===== src/rtl/ppsb_ram.sv =====
// Generic single-port-write, registered-read RAM.
// No dependencies; the read data holds while the read enable is low.
`timescale 1ns / 1ps
`default_nettype none

module ppsb_ram #(
  parameter int unsigned Width = 16,
  parameter int unsigned Depth = 256
) (
  input  logic                     clk_i,
  input  logic                     we_i,
  input  logic [$clog2(Depth)-1:0] waddr_i,
  input  logic [Width-1:0]         wdata_i,
  input  logic                     re_i,
  input  logic [$clog2(Depth)-1:0] raddr_i,
  output logic [Width-1:0]         rdata_o
);

  logic [Width-1:0] mem_q [Depth];
  logic [Width-1:0] rdata_q;

  always_ff @(posedge clk_i) begin
    if (we_i) begin
      mem_q[waddr_i] <= wdata_i;
    end
    if (re_i) begin
      rdata_q <= mem_q[raddr_i];
    end
  end

  assign rdata_o = rdata_q;

endmodule

`default_nettype wire


===== config.mk =====
export PLATFORM = sky130hd
export DESIGN_NAME = ppsb_ram
export DESIGN_NICKNAME = d
export VERILOG_FILES = /design/src/rtl/ppsb_ram.sv
export SDC_FILE = /design/constraint.sdc
export NUM_CORES = 2
export LEC_CHECK = 0
export ABC_AREA = 1
export BUFFER_PORTS_ARGS = -buffer_cell sky130_fd_sc_hd__buf_4
export CORE_MARGIN = 2
export CORE_UTILIZATION = 50
export DETAILED_ROUTE_END_ITERATION = 8
export PLACE_DENSITY_LB_ADDON = 0.15
export RECOVER_POWER = 100
export SYNTH_ARGS = -nofsm -noshare
export SYNTH_HDL_FRONTEND = slang
export SYNTH_SLANG_ARGS = --single-unit

===== constraint.sdc =====
create_clock -name clk_i -period 2.1 [get_ports clk_i]
set_input_delay 0.21 -clock clk_i [delete_from_list [all_inputs] [get_ports clk_i]]
set_output_delay 0.21 -clock clk_i [all_outputs]
set_load 0.01 [all_outputs]

# Word-level counts from Yosys, hierarchy flattened
# Memories as Yosys holds them, arrays and structs flattened. A register that Yosys moved wholly into a read port is not among the register bits.
# Cells that the tools add are included.
totals:
  n_memories: 1
  out_inout_bits: 16
  inputBits: 35
  regBits: 0
  ram_bits: 4096
op_classes:
  muxes: 2
mem_list:
  columns: ["name", "words", "width", "rd", "rd_ports_with_merged_regs", "wr", "line", "text"]
  rows:
  - ["mem_q", 256, 16, 1, 1, 1, "19", "logic [Width-1:0] mem_q [Depth];"]
ops:
  columns: ["op", "n"]
  rows:
  - ["1-bit 2-to-1 mux", 2]

# Depth between registers and ports, before layout
depth:
  ltp_word: 2
  depth_mapped: 15
  ltp_nobuf: 11

# Least setup slack after synthesis
# OpenSTA, ideal clock, no wires.
synth_timing:
  path_kind: "input to register"
  start: "input port we_i"
  end: "memory mem_q[164][0] (enable)"
  arrival_time_ns: 1.662
  path_slack_ns: 0.050
  n_path_buf: 2
  setup_ns: 0.388
  required_time_ns: 1.712
  cell_stages: 4
  path_cell_list: "clkbuf_1 > nand3_1 > clkbuf_1 > nor2_1"
synth_via:
  elab_chain_cells: 2
synth_rtl:
  columns: ["element", "line", "text"]
  rows:
  - ["start: declaration", "11", "input logic we_i,"]
  - ["1-bit 2-to-1 mux", "23", "if (we_i) begin"]
  - ["1-bit 2-to-1 mux (not written as such)", "24", "mem_q[waddr_i] <= wdata_i;"]
  - ["end: declaration", "19", null]
# No other way between the ends.

# Worst setup path after layout
layout_timing:
  start: "input port wdata_i[12]"
  end: "memory mem_q[194][12], data pin"
layout_lines:
  columns: ["element", "line", "text"]
  rows:
  - ["start: declaration", "13", "input logic [Width-1:0] wdata_i,"]
# No word-level cell before the write port.

==> metrics.md <==
| Metric | Value |
|---|---|
| Psw | `around 41 mW` |
| Max Fanout on Critical Path | `roughly 50` |
| Fraction of layout instances using a drive strength above 1 | `0.116` |
| Final max-slew violation count | `493` |
| TritonRoute pass-1 iters | `7` |
| Clk slew on worst S/H paths | `around 0.060 ns` |
| R2R Setup Slk | `0 ns` |
| Combinational Power Share | `0.070` |
| Initial Util | `0.502` |
| Worst-case clock skew | `around 0.053 ns` |
| Netlist cell types | `14` |
| Starting DRT DRC Count | `~15k` |
| Remaining antenna violation count after routing | `0` |
| Synthesized area | `between 150000 and 200000 µm²` |
| DP Wirelength | `~310000 µm` |
| Pre-CTS setup slack | `-1.16 ns` |
| Die Height | `a little under 600 µm` |
| Hold crit path type | `in -> reg` |
| Post-Syn Instances | `~14k` |
| Final setup vio count | `40` |
| Max-slew headroom | `-0.568` |
| Total CTS buffers | `around 430` |
| Worst skew pair latency | `between 1 and 1.5 ns` |
| Clock share of power | `0.417` |
| Int Pwr | `136 mW` |
| Reg2Reg Depth | `10` |
| Worst Slack Setup Final | `-0.0445 ns` |
| Outcome | `complete, but fails checks` |
| Switching share of power | `0.231` |
| DR vias/cell | `between 5 and 6` |
| GR Util All Layers | `0.298` |
| CTS max path bufs | `4` |
| Die Wd | `a little under 600 µm` |
| Nets | `between 10k and 15k` |
| Crit path required time | `2.96 ns` |
| IO Count | `51` |
| GP Congestion | `about 0.9` |
| Largest net degree at the start of global routing | `89` |
| Register share of total power | `0.513` |
| Worst VDD drop | `~1 mV` |
| Die ar. | `around 340000 µm²` |
| Input/output buffers | `50` |
| DRC errors left | `0` |
| Clock Sinks | `approximately 4k` |
| Post-Syn Area per Cell | `around 12 µm²` |
| Post-synthesis sequential element count | `~4.1k` |
| Global-route wire length before repair | `739000 µm` |
| Total power | `177 mW` |
| Worst Setup End Kind | `register` |
| Final hold vios | `0` |
| H-tree Lvls | `5` |
| Via count | `~110k` |
| Number of global-route vias before repair | `108k` |
| Worst-Margin Slew | `roughly 2.4 ns` |
| CP arrival | `approximately 3 ns` |
| Ys Warns | `0` |
| CTS tree | `built` |
| Num rows | `roughly 210` |
| Wire per inst | `26.7 µm` |
| Post-CTS setup buffer count | `0` |
| Fmax achieved | `around 470 MHz` |
| Total Wirelength | `roughly 510000 µm` |
| Power Dens Cells | `923 nW/µm²` |
| Root Buffer | `clkbuf_16` |
| Failing checks | `max-capacitance violations, max-slew violations, negative setup slack` |
| Sequential fraction of the synthesis area | `0.744` |
| Core area | `330000 µm²` |
| Final core utilization | `0.580` |
| P&R area growth vs syn | `15.5%` |
| Type of origin of the critical path | `input pin` |
| Hold path depth | `7` |
| Maxcap violations | `13` |
| Tmin final | `roughly 2.1 ns` |
| Initial antenna violation count | `32` |
| Leak Pwr | `around 68 nW` |
| Setup Crit Path Kind | `in -> reg` |
| Overflow after GRT | `0` |
| Syn_nets | `13.7k` |
| Fin crit share | `1.02` |
==> state kept, by name, summed over array words and instances (netlist names) <==
signal	flops
rdata_o	16
mem_q	4096
==> synth_stat cells, drive strengths merged <==
cell type / n / area share
edfxtp: 4112 / 0.74
nand2: 4211 / 0.095
nand3: 4035 / 0.12
inv: 39 / 0.00091
nor2: 283 / 0.0064
clkbuf: 154 / 0.0035
buf: 783 / 0.028
==> metrics by stage <==
stage | instance area (µm²) | hold slack, ns | setup TNS (ns) | std cells
2_1_floorplan | 166000 | 0.309 | 0 | 13617
3_3_place_gp | 182000 | 0.597 | -14.88 | 18298
3_5_place_dp | 182000 | 0.595 | -14.89 | 18298
4_1_cts | 196000 | 0.00344 | -0.0472 | 19093
5_1_grt | 191000 | 0.119 | -0.0253 | 19096
6_report | 192000 | 0.125 | -0.836 | 19105
==> path summary, 6_finish.rpt <==
kind | startpoint | endpoint
hold reg to reg | mem_q[214][0] | rdata_o[0]
setup reg to reg | mem_q[21][0] | rdata_o[0]
setup / recovery | wdata_i[12] | mem_q[194][12]
hold / removal | raddr_i[6] | rdata_o[5]
==> power groups by stage <==
stage / Sequential [mW] / Clock, mW / Combinational, mW
6_report: 90.6 / 73.7 / 12.4
5_1_grt: 90.6 / 77.5 / 13.1
4_1_cts: 90.6 / 74.5 / 12.4
3_5_place_dp: 92.3 / 0 / 12.3
3_3_place_gp: 92.3 / 0 / 12.2
2_1_floorplan: 92.3 / 0 / 5.59
==> what timing repair did <==
action	4_1_cts	5_1_grt
setup endpoints to repair	14	15
pin swaps	0	0
hold buffers	18	0
gates resized for setup	21	30
hold endpoints to repair	3014	0
==> area by class of cell <==
| class | count | area (µm²) |
|---|---|---|
| diodes | 12 | 30.0 |
| clock buffers | 503 | 11000 |
| clock inverters | 274 | 2450 |
| fillers | 26684 | 139000 |
| inverters | 39 | 199 |
| multi-input cells | 8529 | 37300 |
| flip-flops and latches | 4112 | 123000 |
| well taps | 4366 | 5460 |
| repair buffers | 1270 | 11500 |
==> cells in the final DEF (no fill, tap or decap) <==
| master | n |
|---|---|
| diode_2 | 12 |
| nand2_1 | 4184 |
| nand3_1 | 4005 |
| buf_16 | 1 |
| clkbuf_4 | 18 |
| nand2_4 | 2 |
| inv_16 | 10 |
| clkinv_8 | 2 |
| buf_12 | 258 |
| buf_2 | 6 |
| clkbuf_16 | 430 |
| dlymetal6s4s_1 | 1 |
| clkinvlp_4 | 20 |
| dlymetal6s2s_1 | 3 |
| clkinv_2 | 91 |
| clkinv_1 | 103 |
| dlygate4sd3_1 | 18 |
| buf_4 | 503 |
| inv_8 | 3 |
| nand3_4 | 2 |
| nand3_2 | 28 |
| clkbuf_1 | 296 |
| nor2_2 | 12 |
| nand2_2 | 25 |
| inv_2 | 1 |
| buf_8 | 5 |
| nor2_1 | 271 |
| edfxtp_1 | 4112 |
| bufinv_16 | 34 |
| clkbuf_2 | 223 |
| inv_6 | 11 |
| inv_1 | 33 |
| clkinv_16 | 5 |
| buf_6 | 11 |
==> routing by layer <==
layer | part of all wire | track usage | wire (µm)
met1 | 0.40 | 0.425 | 205000
met2 | 0.45 | 0.458 | 232000
met3 | 0.10 | 0.0493 | 51400
met4 | 0.044 | 0.119 | 22300
met5 | 0.00010 | 0 | 52
==> kinds of logic after synthesis <==
kind of cell | count (synthesis) | share of synthesized area
AND/OR/NAND/NOR | 8529 | 0.223
flip-flops | 4112 | 0.744
buffers and inverters | 976 | 0.0321
==> worst max-delay path, cell delays in order <==
cell           delay (ns)
dlygate4sd3_1        0.52
clkbuf_2             1.20
buf_6                0.59
buf_4                0.25
No activity file was read; power rests on OpenSTA's default activity.
