--- config.mk ---
export PLATFORM = sky130hd
export DESIGN_NAME = ppsb_blend
export DESIGN_NICKNAME = d
export VERILOG_FILES = /design/src/rtl/ppsb_pkg.sv /design/src/rtl/ppsb_blend.sv
export SDC_FILE = /design/constraint.sdc
export NUM_CORES = 1
export LEC_CHECK = 0
export BUFFER_PORTS_ARGS = -buffer_cell sky130_fd_sc_hd__buf_4
export CORE_MARGIN = 2
export CORE_UTILIZATION = 57
export CTS_BUF_LIST = sky130_fd_sc_hd__clkbuf_2
export CTS_CLUSTER_DIAMETER = 40
export CTS_CLUSTER_SIZE = 10
export DETAILED_ROUTE_END_ITERATION = 8
export GPL_ROUTABILITY_DRIVEN = 0
export GPL_TIMING_DRIVEN = 1
export PLACE_DENSITY = 0.78
export SLEW_MARGIN = 20
export SYNTH_ARGS = -nofsm -noshare
export SYNTH_HDL_FRONTEND = slang
export SYNTH_SLANG_ARGS = --single-unit
--- constraint.sdc ---
create_clock -name clk_i -period 5.6 [get_ports clk_i]
set_input_delay 0.84 -clock clk_i [delete_from_list [all_inputs] [get_ports clk_i]]
set_output_delay 0.84 -clock clk_i [all_outputs]
set_load 0.1 [all_outputs]
--- src/rtl/ppsb_pkg.sv ---
// Package for the palette pixel shade and blend block.
// Holds the register codes, color masks and shared types; no dependencies.
`timescale 1ns / 1ps
`default_nettype none

package ppsb_pkg;

  localparam int unsigned IdxW    = 8;
  localparam int unsigned ColorW  = 16;
  localparam int unsigned PixW    = 24;
  localparam int unsigned BrightW = 13;
  localparam int unsigned CfgIdxW = 3;
  localparam int unsigned CfgW    = 16;

  // Configuration register indexes.
  localparam logic [CfgIdxW-1:0] CFG_PIXEL_FORMAT    = 3'd0;
  localparam logic [CfgIdxW-1:0] CFG_PALETTE_PRESENT = 3'd1;
  localparam logic [CfgIdxW-1:0] CFG_BRIGHTNESS      = 3'd2;
  localparam logic [CfgIdxW-1:0] CFG_TINT_ENABLE     = 3'd3;
  localparam logic [CfgIdxW-1:0] CFG_TINT_COLOR      = 3'd4;
  localparam logic [CfgIdxW-1:0] CFG_BLEND_MODE      = 3'd5;

  // Pixel formats.
  localparam logic [1:0] FMT_INDEX  = 2'd0;
  localparam logic [1:0] FMT_RGB565 = 2'd1;
  localparam logic [1:0] FMT_RGB888 = 2'd2;
  localparam logic [1:0] FMT_NONE   = 2'd3;

  // Blend modes; the unused codes act as opaque.
  localparam logic [2:0] BLEND_OPAQUE = 3'd0;
  localparam logic [2:0] BLEND_SRC25  = 3'd1;
  localparam logic [2:0] BLEND_SRC50  = 3'd2;
  localparam logic [2:0] BLEND_SRC75  = 3'd3;
  localparam logic [2:0] BLEND_DARKEN = 3'd4;

  // Command codes.
  localparam logic CMD_SHADE = 1'b0;
  localparam logic CMD_WRITE = 1'b1;

  localparam logic [ColorW-1:0]  HALF_MASK    = 16'h7BEF;
  localparam logic [ColorW-1:0]  QUARTER_MASK = 16'h39E7;
  localparam logic [BrightW-1:0] BRIGHT_UNITY = 13'd1000;

  // floor(v / 1000) == (v * RECIP_MUL) >> RECIP_SHIFT for every v below 2^19.
  localparam logic [19:0]  RECIP_MUL   = 20'd536871;
  localparam int unsigned  RECIP_SHIFT = 29;

  localparam logic [4:0] RB_MAX = 5'd31;
  localparam logic [5:0] G_MAX  = 6'd63;

  typedef struct packed {
    logic [4:0] r;
    logic [5:0] g;
    logic [4:0] b;
  } rgb565_t;

  typedef struct packed {
    logic [BrightW-1:0] brightness;
    logic               scale_on;
    logic               tint_on;
    rgb565_t            tint;
  } shade_cfg_t;

  // Load enables of the pipeline stages behind the palette read.
  typedef struct packed {
    logic s2;
    logic s3;
    logic s4;
  } stage_en_t;

endpackage

`default_nettype wire

--- src/rtl/ppsb_blend.sv ---
// Blend stage and output register of the palette shading pipeline.
// Depends on ppsb_pkg for the masks and blend mode codes.
`timescale 1ns / 1ps
`default_nettype none

module ppsb_blend import ppsb_pkg::*; (
  input  logic              clk_i,
  input  stage_en_t         en_i,
  input  logic [2:0]        mode_i,
  input  rgb565_t           color_i,
  input  logic [ColorW-1:0] dest_i,
  input  logic              bypass_i,
  input  logic [PixW-1:0]   bypass_val_i,
  output logic [PixW-1:0]   pixel_o
);

  logic [ColorW-1:0] src;
  logic [ColorW-1:0] qd, qs, hd, hs;
  logic [17:0]       sum25, sum75;
  logic [ColorW-1:0] sum50;
  logic [31:0]       dark_prod;
  logic [ColorW-1:0] blended;
  logic [PixW-1:0]   pixel_d;
  logic [PixW-1:0]   pixel_q;

  always_comb begin
    src       = color_i;
    qd        = QUARTER_MASK & (dest_i >> 2);
    qs        = QUARTER_MASK & (src >> 2);
    hd        = HALF_MASK & (dest_i >> 1);
    hs        = HALF_MASK & (src >> 1);
    sum25     = 18'({qd, 1'b0}) + 18'(qd) + 18'(qs);
    sum75     = 18'({qs, 1'b0}) + 18'(qs) + 18'(qd);
    sum50     = hd + hs;
    dark_prod = 32'(dest_i & HALF_MASK) * 32'(src & HALF_MASK);

    case (mode_i)
      BLEND_SRC25:  blended = sum25[ColorW-1:0];
      BLEND_SRC50:  blended = sum50;
      BLEND_SRC75:  blended = sum75[ColorW-1:0];
      BLEND_DARKEN: blended = dark_prod[23:8] & HALF_MASK;
      default:      blended = src;
    endcase

    pixel_d = bypass_i ? bypass_val_i : PixW'(blended);
  end

  always_ff @(posedge clk_i) begin
    if (en_i.s4) begin
      pixel_q <= pixel_d;
    end
  end

  assign pixel_o = pixel_q;

endmodule

`default_nettype wire

* After elaboration in Yosys (flattened, before gate mapping) *
Cells that the tools add are included.

word-level totals
  bits in registers = 24
  logic and storage cells = 14
  bits of input ports = 64
  output and inout port bits = 24

cells by class
  multiply operators = 1
  mux-type cells = 2
  add/sub/neg operators = 5
  equality and inequality tests = 4

operators by type and width
  operator                                                               number
  16-bit one-hot mux with 4 select lines                                 1
  15-bit by 14-bit adder with 16-bit output                              2
  16-bit by 14-bit adder with 16-bit output                              2
  15-bit by 15-bit multiplier with 23-bit output                         1
  15-bit by 15-bit adder with 16-bit output                              1
  16-bit 2-to-1 mux                                                      1
  3-bit by 2-bit equality test with 1-bit output, second input constant  2
  3-bit by 1-bit equality test with 1-bit output, second input constant  1
  3-bit equality test, second input constant                             1

* Depth between registers and ports, before layout *
Gate-level depths: netlist (run 1).

  depth after elaboration = 4
  gate-level depth with buffers = 21
  depth with buffers taken out = 20

* Worst setup path before layout (run 1) *
OpenSTA, ideal clock, no wires.

  path type = input-to-reg
  start = in color_i[14] in the netlist's numbering
  end = reg pixel_q[13], in the netlist pixel_o[13] (data pin)
  required time = 5.327 ns
  data arrival time = 5.746 ns
  path slack = -0.419 ns
  library setup time = 0.273 ns
  cell stages on the path = 18
  buffers on the path = 1
  cells stage by stage = clkbuf_1 > nand2_1 > fa_1 > fa_1 > inv_1 > fa_1 > fa_1 > fa_1 > inv_1 > fa_1 > inv_1 > ha_1 > and4_1 > o211a_1 > nand3_1 > o211ai_1 > mux2i_1 > o221ai_1

on the way
  word-level cells in the longest chain between the ends = 4
  elaborated cells between the ends (all ways) = 7
  classes of those cells = 4 x add/sub; 1 x mul; 2 x mux

RTL lines
  element                                                                                                 RTL line          source
  start: declaration                                                                                      ppsb_blend.sv:10  input rgb565_t color_i,
  parallel branches: the longest is 2 deep, another holds 15-bit by 15-bit multiplier with 23-bit output  -
  16-bit one-hot mux with 4 select lines (*)                                                              ppsb_blend.sv:37  case (mode_i)
  16-bit 2-to-1 mux (*)                                                                                   ppsb_blend.sv:45  pixel_d = bypass_i ? bypass_val_i : PixW'(blended);
  net pixel_d[13]                                                                                         ppsb_blend.sv:23  logic [PixW-1:0] pixel_d;
  end signal: assignment                                                                                  ppsb_blend.sv:50  pixel_q <= pixel_d;
  end: declaration                                                                                        ppsb_blend.sv:24  logic [PixW-1:0] pixel_q;

Mark *: on every way through the listed nets, which the timed path passes.
A chain may end at the register's enable or synchronous reset.

* Final worst setup path (run 1) *
  start = in color_i[0] in the netlist's numbering
  end = reg pixel_q[13], in the netlist pixel_o[13] (data pin)

on the way
  word-level cells in the longest chain between the ends = 3

RTL lines
  element                                         RTL line          source
  15-bit by 15-bit multiplier with 23-bit output  ppsb_blend.sv:35  dark_prod = 32'(dest_i & HALF_MASK) * 32'(src & HALF_MASK);
  16-bit one-hot mux with 4 select lines          ppsb_blend.sv:37
  16-bit 2-to-1 mux                               ppsb_blend.sv:45
  net pixel_d[13]                                 ppsb_blend.sv:23

The timed path passes the listed nets, and every way through them passes these cells.

==> flow_metrics.tcl, run 1 <==
set metrics [dict create \
    status "finished, final reports clean" \
    ctsRootBufferMaster "clkbuf_2" \
    antenna_left 0 \
    power_switching_share_pct 49.5 \
    cellLeakagePower_nw 5.06 \
    fin_crit_ns 5.53 \
    route.detailed.vias_per_inst 5.54 \
    cell_area_after_synthesis_sq_um 8150 \
    final.period_utilization_pct 98.7 \
    io-pin-count 88 \
    timing_worst_slew_pin_value_ns 0.541 \
    synth_seq_cells 24 \
    mostFrequentLayoutCells "161 x inv_1, 161 x buf_4, 121 x ha_1, 117 x fa_1, 104 x and2_1" \
    number_of_antenna_violations_at_the_first_check_in_global_routing 0 \
    required_ns 5.74 \
    globalRouteOverflowTotal 0 \
    ys_seq_area_share_pct 8.85 \
    die_width_microns 124 \
    std_cell_rows 43 \
    timing.critical_path.fanout_max 7 \
    drive_above_1_share_pct 22.4 \
    worstSetupEndpointType "register" \
    count_of_flip_flops_with_a_built_in_enable_after_synthesis 24 \
    die_area_sq_um 15300 \
    drt_iter0_drc 401 \
    netSwitchingPower_w 0.00209 \
    timing.critical_path.arrival_ns 5.67 \
    routedWlPerCell_microns 17.6 \
    timing.critical_path.slowest_cell_delay_ns 0.53 \
    area.growth.synth_to_final_pct 21.3 \
    critical_path.n_buffers_inverters 5 \
    clock_tree.htree_level_count 1 \
    largest_reg_flops 24 \
    finalSetupViolations 0 \
    gr-max-usage-layer "met2" \
    setup.worst_path.class "primary input to register" \
    finish.utilization_pct 70.9 \
    wl_microns 21400 \
    grt_usage_pct 29.6 \
    met3_usage_pct 3.18 \
    worst_setup_hold_path_clk_slew_ns 0.25 \
    tritoncts "done" \
    crit_top_cell "fa_1" \
    vias_in_the_first_global_route 7254 \
    grt_max_degree 36 \
    max-slew-margin-rel_pct 63.7 \
    report.final.hold_viol_count 0 \
    detailroute.via_count 6727 \
    power_frac_comb_pct 91.2 \
    cts_made_buffers 3 \
    layout.cell_area.non_filler_sq_um 9880 \
    dp_hpwl_microns 18200 \
    unrepaired_setup_endpoints_after_global_routing "yes" \
    port_buffers 85 \
    sequentialPowerShare_pct 5.9 \
    cts.sinks 24 \
    die_y_microns 124 \
    post-route-drc-count 0 \
    syn_avg_cell_area_sq_um 9.14 \
    core-area_sq_um 13900 \
    cellPowerDensity_nw_per_um2 428 \
    critical_path.startpoint_type "primary input" \
    crit_slowest_cell "fa_1" \
    cts_max_path_buffers 2 \
    max-vdd-ir-drop_uv 403 \
    synth_nets 1207 \
    grt_first_pass_wirelength_microns 34800 \
    crit_family "adder cells" \
    placement.cell_area_sq_um 9620 \
    finalMaxSlewViolations 0 \
    tns_ns 0 \
    internal_power_w 0.00214 \
    synth-warning-count 0 \
    max_freq_ghz 0.181 \
    global_route.usage.met2_pct 51.5 \
    prevailing_post_synth_register_cell "edfxtp_1" \
    detailedRoute.firstPassIterationCount 5 \
    number_of_distinct_library_cell_variants_in_the_gate_level_netlist_after_synthesis 56 \
    num_antenna_cells 0 \
    syn_inst 891 \
    path_cells "buf_12 > and2_4 > fa_1 > inv_1 > fa_1 > inv_1 > fa_1 > fa_2 > fa_1 > inv_2 > fa_1 > inv_2 > ha_4 > and3_4 > o211a_1 > nand3_2 > o211ai_1 > mux2i_1 > o221ai_1" \
    post_layout_nets 1352 \
    holdCritPathClass "primary input to register" \
    synth-async-reset-ratio_pct 0 \
    share_of_power_burned_in_the_clock_network_pct 2.8 \
    drv_cap 0 \
    starting_utilization_of_the_core_area_pct 58.5 \
    grt_use_met1_pct 39.0 \
]
## metal layers
metal / share of wire [%] / vias up
li1: - / 3176
met1: 41 / 3257
met2: 49 / 247
met3: 6.7 / 47
met4: 3.1 / 0
met5: 0 / -
## Yosys cell counts (all sizes together) (12+ instances only)
| cell | count | area share [%] |
|---|---|---|
| a21o | 23 | 2.1 |
| a21oi | 33 | 2.0 |
| and2 | 110 | 8.4 |
| clkbuf | 32 | 1.5 |
| edfxtp | 24 | 8.8 |
| fa | 121 | 30 |
| ha | 131 | 20 |
| inv | 175 | 8.1 |
| nand2 | 61 | 2.8 |
| nor2 | 16 | 0.74 |
| o21ai | 19 | 1.2 |
| xnor2 | 21 | 2.3 |
| xor2 | 12 | 1.3 |
## cell type report
| class | count | area, sq um |
|---|---|---|
| clock buffer | 3 | 15.0 |
| inverter | 177 | 667 |
| multi-input combinational | 655 | 6840 |
| sequential | 24 | 721 |
| timing repair buffer | 175 | 1380 |
| clock inverter | 1 | 30.0 |
| tap | 180 | 225 |
| fill | 1047 | 4060 |
## power groups by stage
stage                     Clock, W  Sequential (W)  Combinational, W
after detailed placement         0        0.000254           0.00360
final                     0.000120        0.000251           0.00386
after global routing      0.000126        0.000253           0.00429
after global placement           0        0.000254           0.00351
after floorplan                  0        0.000473           0.00224
after CTS                 0.000120        0.000250           0.00364
## repair_timing
action | in CTS | in global routing
setup buffers | 0 | 5
resized for setup | 1 | 47
setup endpoints to repair | 2 | 7
pin swaps | 3 | 32
hold buffers | 0 | 0
## metrics by stage
step | power (W) | cells | worst slack (ns) | hold WS (ns)
CTS | 0.00401 | 1210 | 0.00333 | 0.721
finish | 0.00423 | 1215 | 0.0743 | 0.722
floorplan | 0.00271 | 891 | -0.0831 | 0.952
global route | 0.00467 | 1215 | -0.0678 | 0.695
global placement | 0.00376 | 1206 | -0.395 | 1.12
detailed placement | 0.00385 | 1206 | -0.483 | 1.13
## worst paths after layout
check / from / endpoint / slack, ns / cells past startpoint
min: bypass_val_i[19] / pixel_o[19]$_SDFFCE_PN0P_ / 0.72 / 2
max: color_i[0] / pixel_o[13]$_DFFE_PP_ / 0.07 / 19
## cells by family (layout without fill, tap and decap cells)
kind of cell,count (synthesis),count (layout),share of synthesized area [%]
adder cells (fa/ha/maj),252,252,49.9
AND/OR/NAND/NOR,222,222,14.6
buffers and inverters,212,356,9.94
AO/OA/AOI/OAI,138,138,11.7
XOR/XNOR,34,34,3.82
flip-flops,24,24,8.85
multiplexers,9,9,1.20
(Power assumes the default switching activity.)
==> inputs of run 2 (changes only) <==
Settings changed: CORE_ASPECT_RATIO set to 0.5, CTS_CLUSTER_SIZE 10 to 28, SETUP_SLACK_MARGIN set to 0.3.
==> run 2 against run 1 <==
  * The run now ends with negative setup slack left
  * Sequential power hardly changed
  * Cell count rose by 1.8%
  * Flip-flop and latch count did not move
  * Wire length grew 13%
  * Largest cell class unchanged
  * Highest routed layer unchanged
==> flow_metrics.tcl, run 2 (synthesized netlist as in run 1, its figures left out) <==
set metrics [dict create \
    cts_max_path_buffers 2 \
    cellLeakagePower_nw 5.17 \
    max_freq_ghz 0.176 \
    post_layout_nets 1363 \
    setup.worst_path.class "primary input to register" \
    grt_first_pass_wirelength_microns 37400 \
    route.detailed.vias_per_inst 5.83 \
    cellPowerDensity_nw_per_um2 499 \
    finalSetupViolations 2 \
    holdCritPathClass "primary input to register" \
    finalMaxSlewViolations 0 \
    port_buffers 85 \
    largest_reg_flops 24 \
    die_area_sq_um 15300 \
    post-route-drc-count 0 \
    routedWlPerCell_microns 19.6 \
    critical_path.startpoint_type "primary input" \
    filler_cell_count 911 \
    detailedRoute.firstPassIterationCount 5 \
    required_ns 5.71 \
    clock_tree.htree_level_count 1 \
    ctsRootBufferMaster "clkbuf_2" \
    routed-wl-met3_microns 2380 \
    wl_met1_microns 9780 \
    dr_wl_met2_microns 11500 \
    top_layer_used "met4" \
    final.period_utilization_pct 102 \
    core-area_sq_um 13700 \
    antenna_left 0 \
    multiInputGateArea_sq_um 7090 \
    num_antenna_cells 0 \
    fin_crit_ns 5.69 \
    worstSetupEndpointType "register" \
    detailroute.via_count 7216 \
    timing.critical_path.fanout_max 6 \
    io-pin-count 88 \
    holdPathEnd "pixel_o[1]$_DFFE_PP_" \
    unrepaired_setup_endpoints_after_global_routing "yes" \
    wl_microns 24200 \
    die_width_microns 173 \
    number_of_antenna_violations_at_the_first_check_in_global_routing 0 \
    mostFrequentLayoutCells "163 x inv_1, 157 x buf_4, 116 x fa_1, 113 x ha_1, 100 x and2_1" \
    failed_checks "negative setup slack" \
    seqCellArea_sq_um 721 \
    hold_start "bypass_val_i[1]" \
    worst_setup_hold_path_clk_slew_ns 0.21 \
    timing_worst_slew_pin_value_ns 0.526 \
    drv_cap 0 \
    max-vdd-ir-drop_uv 499 \
    drt_iter0_drc 552 \
    area.growth.synth_to_final_pct 26.3 \
    vias_in_the_first_global_route 7406 \
    die_y_microns 88.5 \
    cts.sinks 24 \
    timing.critical_path.arrival_ns 5.81 \
    timing.hold.worst_path_depth 3 \
    starting_utilization_of_the_core_area_pct 59.3 \
    cts_hold_buffers 0 \
    grt_usage_pct 31.3 \
    globalRouteOverflowTotal 0 \
    report.final.hold_viol_count 0 \
    grt_max_degree 36 \
    max-slew-margin-rel_pct 64.7 \
    status "finished with violations" \
    cts_made_buffers 3 \
    tns_ns -0.125 \
    std_cell_rows 30 \
    tritoncts "done" \
    most_frequent_standard_cell_in_the_layout_excluding_fill_and_tap_cells "inv_1" \
    finish.utilization_pct 74.9 \
    dp_hpwl_microns 18800 \
    layout_setup_ws_ns -0.0922 \
    drive_above_1_share_pct 26.2 \
]
## run 2: cell count changes in the layout (fill, tap and decap cells not counted), sizes merged
cell and delta:
buf +11, bufinv -1
## run 2: repair_timing
action / 4_1_cts / 5_1_grt
setup buffers: 10 / 3
endpoints found under the hold margin: 0 / 0
setup endpoints to repair: 12 / 12
pin swaps: 61 / 27
resized for setup: 64 / 34
## run 2: worst max path at each step
stage	to	from
after CTS	pixel_o[13]$_DFFE_PP_	dest_i[13]
final	pixel_o[13]$_DFFE_PP_	dest_i[7]
after global routing	pixel_o[13]$_DFFE_PP_	dest_i[8]
after detailed placement	pixel_o[13]$_DFFE_PP_	dest_i[7]
after global placement	pixel_o[13]$_DFFE_PP_	dest_i[7]
after floorplan	pixel_o[13]$_DFFE_PP_	color_i[0]
## run 2: power breakdown
group           total, W  internal [W]  switching [W]
sequential      0.000250      0.000240      0.0000101
clock          0.0000659     0.0000146      0.0000514
combinational    0.00482       0.00226        0.00256
total            0.00514       0.00251        0.00263
## run 2: metal layers
metal | track usage [%] | up-vias
met5 | 0 | -
met4 | 6.63 | 0
met3 | 4.47 | 57
met2 | 54.5 | 368
met1 | 42.6 | 3593
li1 | - | 3198
## run 2: worst max-delay path, cell delays in order
cell and delay, ns:
buf_12 0.12, ha_4 0.15, inv_2 0.04, fa_1 0.42, fa_1 0.40, inv_1 0.09, fa_1 0.42, fa_1 0.53
fa_1 0.54, inv_1 0.05, fa_1 0.60, inv_1 0.11, ha_4 0.30, and4_1 0.21, o211a_4 0.18, nand3_2 0.07
o211ai_1 0.32, mux2i_1 0.25, o221ai_1 0.15
## run 2: cell type report
type / count / share of cell area (%)
repair buffers: 186 / 15.2
flip-flops and latches: 24 / 7.00
inverters: 177 / 6.48
well taps: 192 / 2.33
clock buffers: 3 / 0.146
multi-input cells: 655 / 68.9
## run 2: metrics by stage
step	instances	power, W	hold slack (ns)	setup slack, ns	instance area, sq um
after floorplan	891	0.00275	0.952	-0.0827	8440
after detailed placement	1221	0.00395	1.12	-0.510	9700
after global routing	1237	0.00548	0.735	-0.198	10300
final	1237	0.00514	0.754	-0.0922	10300
after CTS	1234	0.00453	0.760	0.0306	10100
after global placement	1221	0.00385	1.12	-0.401	9700
