<file path="config.mk">
export PLATFORM = sky130hd
export DESIGN_NAME = ppsb_shade
export DESIGN_NICKNAME = d
export VERILOG_FILES = /design/src/rtl/ppsb_pkg.sv /design/src/rtl/ppsb_shade.sv
export SDC_FILE = /design/constraint.sdc
export NUM_CORES = 1
export LEC_CHECK = 0
export BUFFER_PORTS_ARGS = -buffer_cell sky130_fd_sc_hd__buf_2
export CAP_MARGIN = 5
export CORE_UTILIZATION = 50
export DETAILED_ROUTE_END_ITERATION = 8
export PLACE_DENSITY = 0.76
export SETUP_SLACK_MARGIN = 0.5
export SLEW_MARGIN = 40
export SYNTH_ARGS = -nofsm -noshare
export SYNTH_HDL_FRONTEND = slang
export SYNTH_SLANG_ARGS = --single-unit
</file>
<file path="constraint.sdc">
create_clock -name clk_i -period 9.75 [get_ports clk_i]
set_clock_uncertainty 0.1 [all_clocks]
set_input_delay 0.975 -clock clk_i [delete_from_list [all_inputs] [get_ports clk_i]]
set_output_delay 0.975 -clock clk_i [all_outputs]
set_load 0.03 [all_outputs]
</file>
<file path="src/rtl/ppsb_pkg.sv">
// Package for the palette pixel shade and blend block.
// Holds the register codes, color masks and shared types; no dependencies.
`timescale 1ns / 1ps
`default_nettype none

package ppsb_pkg;

  localparam int unsigned IdxW    = 8;
  localparam int unsigned ColorW  = 16;
  localparam int unsigned PixW    = 24;
  localparam int unsigned BrightW = 13;
  localparam int unsigned CfgIdxW = 3;
  localparam int unsigned CfgW    = 16;

  // Configuration register indexes.
  localparam logic [CfgIdxW-1:0] CFG_PIXEL_FORMAT    = 3'd0;
  localparam logic [CfgIdxW-1:0] CFG_PALETTE_PRESENT = 3'd1;
  localparam logic [CfgIdxW-1:0] CFG_BRIGHTNESS      = 3'd2;
  localparam logic [CfgIdxW-1:0] CFG_TINT_ENABLE     = 3'd3;
  localparam logic [CfgIdxW-1:0] CFG_TINT_COLOR      = 3'd4;
  localparam logic [CfgIdxW-1:0] CFG_BLEND_MODE      = 3'd5;

  // Pixel formats.
  localparam logic [1:0] FMT_INDEX  = 2'd0;
  localparam logic [1:0] FMT_RGB565 = 2'd1;
  localparam logic [1:0] FMT_RGB888 = 2'd2;
  localparam logic [1:0] FMT_NONE   = 2'd3;

  // Blend modes; the unused codes act as opaque.
  localparam logic [2:0] BLEND_OPAQUE = 3'd0;
  localparam logic [2:0] BLEND_SRC25  = 3'd1;
  localparam logic [2:0] BLEND_SRC50  = 3'd2;
  localparam logic [2:0] BLEND_SRC75  = 3'd3;
  localparam logic [2:0] BLEND_DARKEN = 3'd4;

  // Command codes.
  localparam logic CMD_SHADE = 1'b0;
  localparam logic CMD_WRITE = 1'b1;

  localparam logic [ColorW-1:0]  HALF_MASK    = 16'h7BEF;
  localparam logic [ColorW-1:0]  QUARTER_MASK = 16'h39E7;
  localparam logic [BrightW-1:0] BRIGHT_UNITY = 13'd1000;

  // floor(v / 1000) == (v * RECIP_MUL) >> RECIP_SHIFT for every v below 2^19.
  localparam logic [19:0]  RECIP_MUL   = 20'd536871;
  localparam int unsigned  RECIP_SHIFT = 29;

  localparam logic [4:0] RB_MAX = 5'd31;
  localparam logic [5:0] G_MAX  = 6'd63;

  typedef struct packed {
    logic [4:0] r;
    logic [5:0] g;
    logic [4:0] b;
  } rgb565_t;

  typedef struct packed {
    logic [BrightW-1:0] brightness;
    logic               scale_on;
    logic               tint_on;
    rgb565_t            tint;
  } shade_cfg_t;

  // Load enables of the pipeline stages behind the palette read.
  typedef struct packed {
    logic s2;
    logic s3;
    logic s4;
  } stage_en_t;

endpackage

`default_nettype wire

</file>
<file path="src/rtl/ppsb_shade.sv">
// Brightness scaling and tint stages of the palette shading pipeline.
// Depends on ppsb_pkg; the divide by 1000 is a reciprocal multiply.
`timescale 1ns / 1ps
`default_nettype none

module ppsb_shade import ppsb_pkg::*; (
  input  logic              clk_i,
  input  stage_en_t         en_i,
  input  shade_cfg_t        cfg_i,
  input  rgb565_t           color_i,
  input  logic [ColorW-1:0] dest_i,
  input  logic              bypass_i,
  input  logic [PixW-1:0]   bypass_val_i,
  output rgb565_t           color_o,
  output logic [ColorW-1:0] dest_o,
  output logic              bypass_o,
  output logic [PixW-1:0]   bypass_val_o
);

  // Stage two: channel times brightness.
  rgb565_t           raw_q;
  logic [17:0]       prod_r_q;
  logic [18:0]       prod_g_q;
  logic [17:0]       prod_b_q;
  logic [ColorW-1:0] dest2_q;
  logic              byp2_q;
  logic [PixW-1:0]   bypv2_q;

  always_ff @(posedge clk_i) begin
    if (en_i.s2) begin
      raw_q    <= color_i;
      prod_r_q <= 18'(color_i.r) * 18'(cfg_i.brightness);
      prod_g_q <= 19'(color_i.g) * 19'(cfg_i.brightness);
      prod_b_q <= 18'(color_i.b) * 18'(cfg_i.brightness);
      dest2_q  <= dest_i;
      byp2_q   <= bypass_i;
      bypv2_q  <= bypass_val_i;
    end
  end

  // Stage three: quotient, saturation and tint average.
  logic [38:0] mul_r, mul_g, mul_b;
  logic [9:0]  quo_r, quo_g, quo_b;
  rgb565_t     scaled;
  logic [5:0]  sum_r, sum_b;
  logic [6:0]  sum_g;
  rgb565_t     color_d;

  always_comb begin
    mul_r = 39'(prod_r_q) * 39'(RECIP_MUL);
    mul_g = 39'(prod_g_q) * 39'(RECIP_MUL);
    mul_b = 39'(prod_b_q) * 39'(RECIP_MUL);
    quo_r = mul_r[RECIP_SHIFT +: 10];
    quo_g = mul_g[RECIP_SHIFT +: 10];
    quo_b = mul_b[RECIP_SHIFT +: 10];

    scaled = raw_q;
    if (cfg_i.scale_on) begin
      scaled.r = (quo_r > 10'(RB_MAX)) ? RB_MAX : quo_r[4:0];
      scaled.g = (quo_g > 10'(G_MAX))  ? G_MAX  : quo_g[5:0];
      scaled.b = (quo_b > 10'(RB_MAX)) ? RB_MAX : quo_b[4:0];
    end

    sum_r = 6'(scaled.r) + 6'(cfg_i.tint.r);
    sum_g = 7'(scaled.g) + 7'(cfg_i.tint.g);
    sum_b = 6'(scaled.b) + 6'(cfg_i.tint.b);

    color_d = scaled;
    if (cfg_i.tint_on) begin
      color_d.r = sum_r[5:1];
      color_d.g = sum_g[6:1];
      color_d.b = sum_b[5:1];
    end
  end

  always_ff @(posedge clk_i) begin
    if (en_i.s3) begin
      color_o      <= color_d;
      dest_o       <= dest2_q;
      bypass_o     <= byp2_q;
      bypass_val_o <= bypv2_q;
    end
  end

endmodule

`default_nettype wire

</file>
Yosys cells after proc, flatten, opt, wreduce, memory -nomap -nowiden
Index checks and enable logic that the tools add are counted.
{ "totals": {"ff_bits": 169, "input_bits": 92} }
{ "op_classes": {"addsub": 3, "multipliers": 6, "n_lt_le_gt_ge": 3, "muxes": 5} }
{ "ops": {"columns": ["op", "count"], "rows": [
  ["multiplier 18 x 20 -> 38 bit, second input constant", 2],
  ["multiplier 19 x 20 -> 39 bit, second input constant", 1],
  ["multiplier 5 x 13 -> 18 bit", 2],
  ["2-to-1 mux 16 bit", 2],
  ["multiplier 6 x 13 -> 19 bit", 1],
  ["greater-than comparator 9 x 5 -> 1 bit, second input constant", 2],
  ["adder 5 x 5 -> 6 bit", 2],
  ["greater-than comparator 10 x 6 -> 1 bit, second input constant", 1],
  ["2-to-1 mux 5 bit", 2],
  ["adder 6 x 6 -> 7 bit", 1],
  ["2-to-1 mux 6 bit", 1]
]} }

Longest topological paths before layout
Gate-level depths: netlist of the first run.
{ "logic_depth": {"word_depth": 6, "ltp_mapped": 29} }

Least setup slack after synthesis of the first run
No wires, ideal clock.
{ "synth_path": {"path_kind": "reg2reg", "start": "register prod_b_q[15]", "end": "register color_o[3] (netlist name) (data pin)", "setup_time_ns": 0.260, "arrival_ns": 6.882, "slack_ns": 2.508, "stages_incl_launch_ff": 27, "path_cell_list": "edfxtp_1 fa_1 inv_1 fa_1 inv_1 fa_1 inv_1 fa_1 fa_1 inv_1 fa_1 ha_1 a21o_1 a21oi_1 o21ai_0 a211oi_1 a21oi_1 o311a_1 o211ai_1 nand2b_1 nand3_1 fa_1 inv_1 a21o_1 a21oi_1 xnor2_1 mux2_2"} }
{ "synth_rtl": {"columns": ["item", "line_no", "text"], "rows": [
  ["from (decl)", "ppsb_shade.sv:24", "logic [17:0] prod_b_q;"],
  ["from (signal assigned)", "ppsb_shade.sv:34", "prod_b_q <= 18'(color_i.b) * 18'(cfg_i.brightness);"],
  ["to (signal assigned)", "ppsb_shade.sv:78", "color_o <= color_d;"],
  ["to (decl)", "ppsb_shade.sv:14", "output rgb565_t color_o,"]
]} }

==> results of run 1 <==
state kept, by name, summed over array words and instances, names as in the netlist, 18 cells and up:
name	count
bypv2_q	24
bypass_val_o	24
prod_b_q	18
prod_r_q	18
prod_g_q	19
layer usage:
layer / vias up / share of wire (%)
met4: 6 / 2.4
met3: 112 / 4.6
met2: 408 / 50
met5: - / 0.053
met1: 9149 / 42
li1: 8778 / -
cells in the mapped netlist (5+ instances only):
master,instances
xor2_1,11
a211o_1,5
mux2_2,5
o22a_1,14
xnor2_1,51
o21ai_0,51
a21o_1,28
nand2_1,183
and2_1,92
a31oi_1,10
nand2b_1,9
o211ai_1,12
nor2b_1,9
nor3_1,17
nand4_1,17
nor2_1,64
ha_1,557
a21oi_1,95
mux2i_1,5
edfxtp_1,169
o21a_1,8
clkbuf_1,36
a221oi_1,5
a211oi_1,8
o21bai_1,25
or2_2,8
and3_1,11
inv_1,666
or3_1,7
o2111ai_1,6
nand3_1,25
fa_1,345
layout make-up:
type / count / area, µm²
multi-input combinational: 1748 / 18900
tap: 688 / 861
fill: 4439 / 23900
antenna: 1 / 2.50
clock inverter: 15 / 174
clock buffer: 17 / 425
sequential: 169 / 5070
inverter: 667 / 2500
timing repair buffer: 149 / 757
worst paths after layout:
path,start,endpoint,slack (ns),depth (start not counted)
setup / recovery,prod_b_q[15],color_o[3],1.58,26
hold / removal,dest2_q[7],dest_o[7],0.31,0
setup reg to reg,prod_b_q[15],color_o[3],1.58,26
hold reg to reg,dest2_q[7],dest_o[7],0.31,0
worst max-delay path, cell delays in order, from the launching register on:
cell	delay (ns)
edfxtp_1	0.55
fa_1	0.59
inv_1	0.05
fa_1	0.47
inv_1	0.05
fa_1	0.50
inv_1	0.06
fa_1	0.50
fa_1	0.55
inv_1	0.06
fa_1	0.47
ha_1	0.37
a21o_1	0.21
a21oi_1	0.14
o21ai_0	0.12
a211oi_1	0.68
a21oi_1	0.21
o311a_1	0.35
o211ai_1	0.45
nand2b_1	0.25
nand3_1	0.12
fa_1	0.41
inv_1	0.07
a21o_1	0.10
a21oi_1	0.07
xnor2_1	0.13
mux2_2	0.28
kinds of logic after synthesis:
logic type	share of synthesized area (%)
buffers and inverters	9.93
XOR/XNOR	2.04
adder cells (fa/ha/maj)	52.2
multiplexers	0.400
AO/OA/AOI/OAI	7.79
AND/OR/NAND/NOR	8.49
flip-flops	19.1
metrics by stage:
step	setup slack [ns]	instance area (µm²)	cells	utilization [%]
after floorplan	2.51	26600	2620	-
after global placement	1.86	28000	3421	53.4
after detailed placement	1.70	28000	3421	53.4
after CTS	1.66	28600	3453	54.5
after global routing	1.08	28700	3454	54.5
final	1.58	28700	3454	54.5
==> reports/summary.txt, run 1 <==
Status -> completed
Yosys warning count -> 0
Accumulated negative setup slack -> 0 ns
Input/output buffers -> 147
Arrival time at the worst endpoint -> 8.26 ns
Post-detail-place hpwl -> 49.5 mm
Library cell with the largest summed area after synthesis -> ha_1
Clock-pin slew on the worst setup and hold paths -> 0.08 ns
Critical path capture point type -> flip-flop
Average size of a mapped cell -> 10.1 µm²
Count of state elements after synthesis -> 169
Number of placement rows -> 84
Post-synth EDFFs -> 169
Buffer cell driving the clock tree root -> clkbuf_16
Async SR Flop Fraction -> 0%
Crit path time final -> 8.17 ns
Portion of synthesized cell area occupied by the leading cell type -> 26.2%
# hold bufs at CTS -> 0
Net total in the final layout -> 3746
Violation count after the first detailed-route iteration -> 1039
Starting density of the core -> 50.5%
Remaining global-route overflow -> 0
Final setup vio count -> 0
Cell Area, Synth -> 26600 µm²
Setup crit start kind -> flip-flop
Number of hold violations in the final report -> 0
Final wirelength -> 58.6 mm
Dominant synthesized flop cell -> edfxtp_1
WP data required -> 9.84 ns
Die X -> 232 µm
H-tree level count -> 4
Maximum number of pins on one net before global-route repair -> 65
Count of pins on the block boundary -> 149
Clock Tree Buf Depth -> 2
Post-cts repair resize count -> 0
Category of the critical setup timing path -> flip-flop to flip-flop
Highest-count cells in the layout ignoring fill and taps -> 666 x inv_1, 557 x ha_1, 345 x fa_1, 183 x nand2_1, 169 x edfxtp_1
Die extent in y -> 232 µm
Mean routed wirelength per cell -> 17.0 µm
GPL Wtd Cong -> 0.952
Max frequency -> 122 MHz
Share of the clock period used by the worst path -> 83.8%
Leading post-synthesis cells by cell area -> ha_1 26%, fa_1 26%, edfxtp_1 19%
Via-per-instance ratio -> 5.34
Actual transition at the worst max-transition pin -> 0.800 ns
Wire length of the first global-routing pass -> 99.2 mm
Critical Path Fanout Max -> 7
Area growth from synthesis to final layout -> 7.88%
Number of clock sinks seen by CTS -> 169
Ratio of cells with drive above 1 in the final layout -> 7.31%
Syn Nets -> 3614
Routed vias -> 18.5k
Number of buffers added by the clock tree synthesis step -> 17
Number of detailed-route iterations in the first pass -> 5
Remaining routing DRC violations -> 0
Count of nets left with antenna violations after detail routing -> 0
Core outline area -> 52600 µm²
Number of antenna violations at the first check in global routing -> 5
CTS tree -> yes
Hold Path Class -> flip-flop to flip-flop
RSZ-0062 raised after global routing -> false
Register area share after synthesis -> 19.1%
Total die area -> 54100 µm²
Met1 track demand over resource in global routing -> 28.8%
Reported max-cap violation count -> 0
Clock latency at the later pin of the worst-skew pair -> 0.45 ns
Number of global-route vias before repair -> 20.4k
Worst hold slack after final layout -> 0.315 ns
Most common cell after layout, fill and taps aside -> inv_1
Global routing usage on met3 -> 3.38%
Number of pins with negative max-slew slack in the final report -> 0
Most congested layer reported by global routing -> met2
Post-CTS Repair Setup Buffers -> 0
Total Routing Usage GR -> 22.9%
Number of distinct library cell variants in the gate-level netlist after synthesis -> 65
Cells after Synth -> 2620
Slew Limit Headroom -> 46.4%
Global-route track usage on met2 -> 40.5%
Power of run 1 is not shown: default switching activity piles up to over one toggle a cycle in this logic, so the estimate is an artifact.
==> run 2, diff against run 1 <==
--- a/config.mk
+++ b/config.mk
@@ -5,6 +5,7 @@
 export SDC_FILE = /design/constraint.sdc
 export NUM_CORES = 1
 export LEC_CHECK = 0
+export ABC_AREA = 1
 export BUFFER_PORTS_ARGS = -buffer_cell sky130_fd_sc_hd__buf_2
 export CAP_MARGIN = 5
 export CORE_UTILIZATION = 50
==> constraint.sdc (replaced) <==
create_clock -name clk_i -period 8.2 [get_ports clk_i]
set_clock_uncertainty 0.1 [all_clocks]
set_input_delay 0.82 -clock clk_i [delete_from_list [all_inputs] [get_ports clk_i]]
set_output_delay 0.82 -clock clk_i [all_outputs]
set_load 0.03 [all_outputs]
==> run 2 against run 1 <==
Synthesized cell count increased by 21%. Hold slack worse by 0.0015 ns. Global-route usage decreased by 0.13 points. Via count increased by 12%. Maximum frequency is 15% higher. First-iteration DRC count increased by 22%. Sequential cell count is the same. Utilization barely moved.
==> reports/summary.txt, run 2 <==
Critical path capture point type -> flip-flop
Number of distinct library cell variants in the gate-level netlist after synthesis -> 47
Status -> completed
Final setup vio count -> 0
Post-detail-place hpwl -> 52.8 mm
Slew Limit Headroom -> 48.3%
Most used standard cell by instance count after synthesis -> inv_1
Input/output buffers -> 147
Remaining routing DRC violations -> 0
Worst path top cell family by delay -> adder cells
Clock-pin slew on the worst setup and hold paths -> 0.08 ns
Worst reg-to-reg setup slack -> 1.12 ns
RSZ-0062 raised after global routing -> false
Buf+Inv Stages, Crit Path -> 5
Net total in the final layout -> 4289
Total Routing Usage GR -> 22.7%
Crit path time final -> 7.08 ns
Number of detailed-route iterations in the first pass -> 8
Leading post-synthesis cells by cell area -> ha_1 25%, fa_1 25%, edfxtp_1 18%
Count of pins on the block boundary -> 149
Clock Tree Buf Depth -> 2
Ratio of cells with drive above 1 in the final layout -> 6.86%
Starting density of the core -> 50.7%
Post-synth EDFFs -> 169
Violation count after the first detailed-route iteration -> 1265
Highest-count cells in the layout ignoring fill and taps -> 830 x inv_1, 564 x nand2_1, 557 x ha_1, 345 x fa_1, 169 x edfxtp_1
Cells after Synth -> 3170
Share of the clock period used by the worst path -> 86.3%
GPL Wtd Cong -> 0.976
Setup crit start kind -> flip-flop
Count of state elements after synthesis -> 169
Via-per-instance ratio -> 5.11
Library cell with the largest summed area after synthesis -> ha_1
Die X -> 239 µm
Hold Path Class -> flip-flop to flip-flop
Critical path capture point -> color_o[10]
Die extent in y -> 239 µm
Mean routed wirelength per cell -> 15.5 µm
Number of buffers added by the clock tree synthesis step -> 17
Syn Nets -> 4164
Async SR Flop Fraction -> 0%
Leading registers by flop count -> bypass_val_o (24), bypv2_q (24), prod_g_q (19)
Buffer cell driving the clock tree root -> clkbuf_16
Cell Area, Synth -> 28000 µm²
Number of pins with negative max-slew slack in the final report -> 0
Max frequency -> 141 MHz
Number of placement rows -> 86
RR Startpoint -> prod_g_q[16]
Number of antenna violations at the first check in global routing -> 3
Register area share after synthesis -> 18.1%
Maximum number of pins on one net before global-route repair -> 59
Number of hold violations in the final report -> 0
Clock latency at the later pin of the worst-skew pair -> 0.45 ns
CTS tree -> yes
Category of the critical setup timing path -> flip-flop to flip-flop
Commonest cells in the synthesized netlist -> 830 x inv_1, 564 x nand2_1, 557 x ha_1
Slowest CP cell -> fa_1
Critical Path Fanout Max -> 6
Total number of cells along the worst setup path -> 31
Yosys warning count -> 0
Number of cells on the worst reg-to-reg path -> 31
Average size of a mapped cell -> 8.82 µm²
Number of global-route vias before repair -> 21.2k
Wire length of the first global-routing pass -> 103 mm
Actual transition at the worst max-transition pin -> 0.770 ns
Core outline area -> 55200 µm²
H-tree level count -> 4
Longest individual stage delay on the worst path -> 0.55 ns
# hold bufs at CTS -> 0
Arrival time at the worst endpoint -> 7.16 ns
Critical R2R Capture -> color_o[10]
Worst Setup SP -> prod_g_q[16]
Remaining global-route overflow -> 0
Most common cell after layout, fill and taps aside -> inv_1
Number of clock sinks seen by CTS -> 169
Beginning of the worst hold path -> dest2_q[12]
Area growth from synthesis to final layout -> 7.65%
WP data required -> 8.28 ns
Dominant synthesized flop cell -> edfxtp_1
Final wirelength -> 62.7 mm
Count of nets left with antenna violations after detail routing -> 0
Portion of synthesized cell area occupied by the leading cell type -> 24.9%
Reported max-cap violation count -> 0
Routed vias -> 20.7k
Total die area -> 56900 µm²
Accumulated negative setup slack -> 0 ns
==> run 2: area by class of cell <==
class	count	area, µm²
Fill cell	4904	25100
Clock inverter	15	166
Timing Repair Buffer	153	796
Antenna cell	1	2.50
Inverter	834	3130
Multi-Input combinational cell	2120	19600
Tap cell	748	936
Sequential cell	169	5070
Clock buffer	17	425
==> run 2: layer usage <==
metal,up-vias,part of all wire [%],track usage (%)
met5,-,0.041,0
met4,4,2.2,5.73
met3,106,5.1,3.52
met2,496,48,38.9
met1,9992,45,30.1
li1,10200,-,-
==> run 2: repair_timing <==
| item | CTS | global route |
|---|---|---|
| setup endpoints to repair | 0 | 2 |
| buffers inserted | 0 | 3 |
| gates resized for setup | 0 | 1 |
==> run 2: through the flow <==
stage	std cells	util (%)	hold slack, ns	worst slack [ns]	cell area (µm²)
2_1_floorplan	3170	-	0.300	1.75	28000
3_3_place_gp	4020	53.4	0.301	1.07	29500
3_5_place_dp	4020	53.4	0.305	1.00	29500
4_1_cts	4052	54.5	0.316	0.975	30100
5_1_grt	4057	54.5	0.321	0.594	30100
6_report	4057	54.5	0.313	1.12	30100
==> run 2: worst reg2reg max path, delay by kind of cell, from the launching register on <==
kind	cells	cell delay (ns)
AOI/OAI and AO/OA	6	1.04
adders and majority gates	8	3.82
buffers and inverters	5	0.34
DFF	1	0.46
and+or+nand+nor	12	1.03
==> run 2: how the worst min path moves through the flow <==
stage                             to  slack, ns  cells after the start
floorplan                   bypass_o       0.30                      0
global placement    bypass_val_o[12]       0.30                      0
detailed placement  bypass_val_o[15]       0.30                      0
CTS                       dest_o[12]       0.32                      0
global route              dest_o[14]       0.32                      0
finish                    dest_o[12]       0.31                      0
==> run 2: cells by family (layout without fill, tap and decap cells) <==
kind of cell | count (synthesis) | count (layout) | synth area share [%]
xor gates and xnor gates | 50 | 50 | 1.57
DFF | 169 | 169 | 18.1
and+or+nand+nor | 872 | 872 | 12.9
other | 0 | 1 | 0
adders and majority gates | 902 | 902 | 49.6
AOI/OAI and AO/OA | 296 | 296 | 5.94
buffers and inverters | 881 | 1019 | 11.9
Power of run 2 is left out for the same reason.
==> run 3, diff against run 2 <==
--- a/config.mk
+++ b/config.mk
@@ -8,6 +8,7 @@
 export ABC_AREA = 1
 export BUFFER_PORTS_ARGS = -buffer_cell sky130_fd_sc_hd__buf_2
 export CAP_MARGIN = 5
+export CORE_ASPECT_RATIO = 2
 export CORE_UTILIZATION = 50
 export DETAILED_ROUTE_END_ITERATION = 8
 export PLACE_DENSITY = 0.76
==> run 3 against run 2 <==
Largest cell class unchanged. Via count increased by 2.6%. Utilization hardly changed. Clock-buffer cell count stayed put. Maximum frequency down 1.5%. Sequential cell count unchanged. First-iteration DRC count fell by 30%. Non-clock buffer count is 4 lower. Final area about the same. Register-to-register slack got worse by 0.11 ns. Sequential share of layout area about the same. Critical path depth did not move. Die area about the same.
==> reports/summary.txt, run 3 (synthesized netlist as in run 2, its figures left out) <==
WP data required -> 8.31 ns
Remaining routing DRC violations -> 0
Via-per-instance ratio -> 5.25
Wire length of the first global-routing pass -> 111 mm
Buffer cell driving the clock tree root -> clkbuf_16
Net total in the final layout -> 4285
Worst path setup slack after routing -> 1.01 ns
Area growth from synthesis to final layout -> 7.71%
Final wirelength -> 70.6 mm
Reported max-cap violation count -> 0
Longest individual stage delay on the worst path -> 0.58 ns
Remaining global-route overflow -> 0
Cell with the most instances on the worst path -> fa_1
Slowest CP cell -> fa_1
Post-cts repair resize count -> 0
Number of pins with negative max-slew slack in the final report -> 0
Category of the critical setup timing path -> flip-flop to flip-flop
Crit path time final -> 7.19 ns
RSZ-0062 raised after global routing -> false
Accumulated negative setup slack -> 0 ns
Count of nets left with antenna violations after detail routing -> 0
GPL Wtd Cong -> 1.01
Status -> completed
Critical Path Fanout Max -> 7
Count of pins on the block boundary -> 149
Most common cell after layout, fill and taps aside -> inv_1
Share of the clock period used by the worst path -> 87.7%
Slew Limit Headroom -> 41.6%
Leading registers by flop count -> bypass_val_o (24), bypv2_q (24), prod_g_q (19)
Routed vias -> 21.3k
# hold bufs at CTS -> 0
Number of global-route vias before repair -> 22.8k
Ratio of cells with drive above 1 in the final layout -> 6.75%
Arrival time at the worst endpoint -> 7.30 ns
Input/output buffers -> 147
Critical path capture point type -> flip-flop
Hold Path Class -> flip-flop to flip-flop
Clock-pin slew on the worst setup and hold paths -> 0.08 ns
Total Routing Usage GR -> 25.7%
Actual transition at the worst max-transition pin -> 0.876 ns
Die X -> 169 µm
Highest-count cells in the layout ignoring fill and taps -> 830 x inv_1, 564 x nand2_1, 557 x ha_1, 345 x fa_1, 169 x edfxtp_1
Mean routed wirelength per cell -> 17.4 µm
Number of antenna violations at the first check in global routing -> 9
H-tree level count -> 4
Post-detail-place hpwl -> 60.5 mm
Core outline area -> 55300 µm²
Die extent in y -> 336 µm
Setup crit start kind -> flip-flop
Number of placement rows -> 122
Total die area -> 57000 µm²
Place WS -> 1.09 ns
Number of hold violations in the final report -> 0
Final setup vio count -> 0
Maximum number of pins on one net before global-route repair -> 71
Number of clock sinks seen by CTS -> 169
Clock Tree Buf Depth -> 2
Starting density of the core -> 50.6%
Final core area utilization -> 54.5%
Number of buffers added by the clock tree synthesis step -> 17
Number of detailed-route iterations in the first pass -> 5
CTS tree -> yes
Violation count after the first detailed-route iteration -> 883
Post-CTS Repair Setup Buffers -> 0
Max frequency -> 139 MHz
Clock latency at the later pin of the worst-skew pair -> 0.47 ns
run 3: changes by cell type in the layout (fill, tap and decap cells not counted), moves of 3 or more:
cell	change
inv_6	-3
diode_2	+7
buf_4	-4
clkinv_8	+3
run 3: through the flow:
step           area [µm²]  instances  hold WS [ns]
2_1_floorplan       28000       3170         0.300
3_3_place_gp        29500       4016         0.300
3_5_place_dp        29500       4016         0.305
4_1_cts             30100       4048         0.321
5_1_grt             30100       4050         0.322
6_report            30100       4056         0.318
run 3: final timing paths:
path | startpoint | endpoint | slack [ns] | cells past startpoint
worst min-delay path | byp2_q | bypass_o | 0.32 | 0
worst min register to register | byp2_q | bypass_o | 0.32 | 0
worst max register to register | prod_g_q[16] | color_o[10] | 1.01 | 31
worst max-delay path | prod_g_q[16] | color_o[10] | 1.01 | 31
run 3: area by class of cell:
| type | count | area [µm²] |
|---|---|---|
| fill | 5037 | 25100 |
| multi-input combinational | 2120 | 19600 |
| sequential | 169 | 5070 |
| inverter | 834 | 3130 |
| tap | 744 | 931 |
| timing repair buffer | 149 | 757 |
| clock buffer | 17 | 425 |
| clock inverter | 15 | 214 |
| antenna | 8 | 20.0 |
run 3: layer usage:
| metal | global-route usage (%) | up-vias | share of wire, % |
|---|---|---|---|
| li1 | - | 10100 | - |
| met1 | 23.5 | 10200 | 32 |
| met2 | 49.1 | 574 | 54 |
| met3 | 3.43 | 319 | 4.1 |
| met4 | 22.0 | 8 | 9.5 |
| met5 | 0 | - | 0.067 |
run 3: critical path, delay by kind of cell (launching register included):
kind	cells	cell delay, ns
buffers and inverters	6	0.38
DFF	1	0.54
AOI/OAI and AO/OA	5	0.99
adders and majority gates	8	3.81
and+or+nand+nor	12	1.15
Power of run 3 is left out for the same reason.
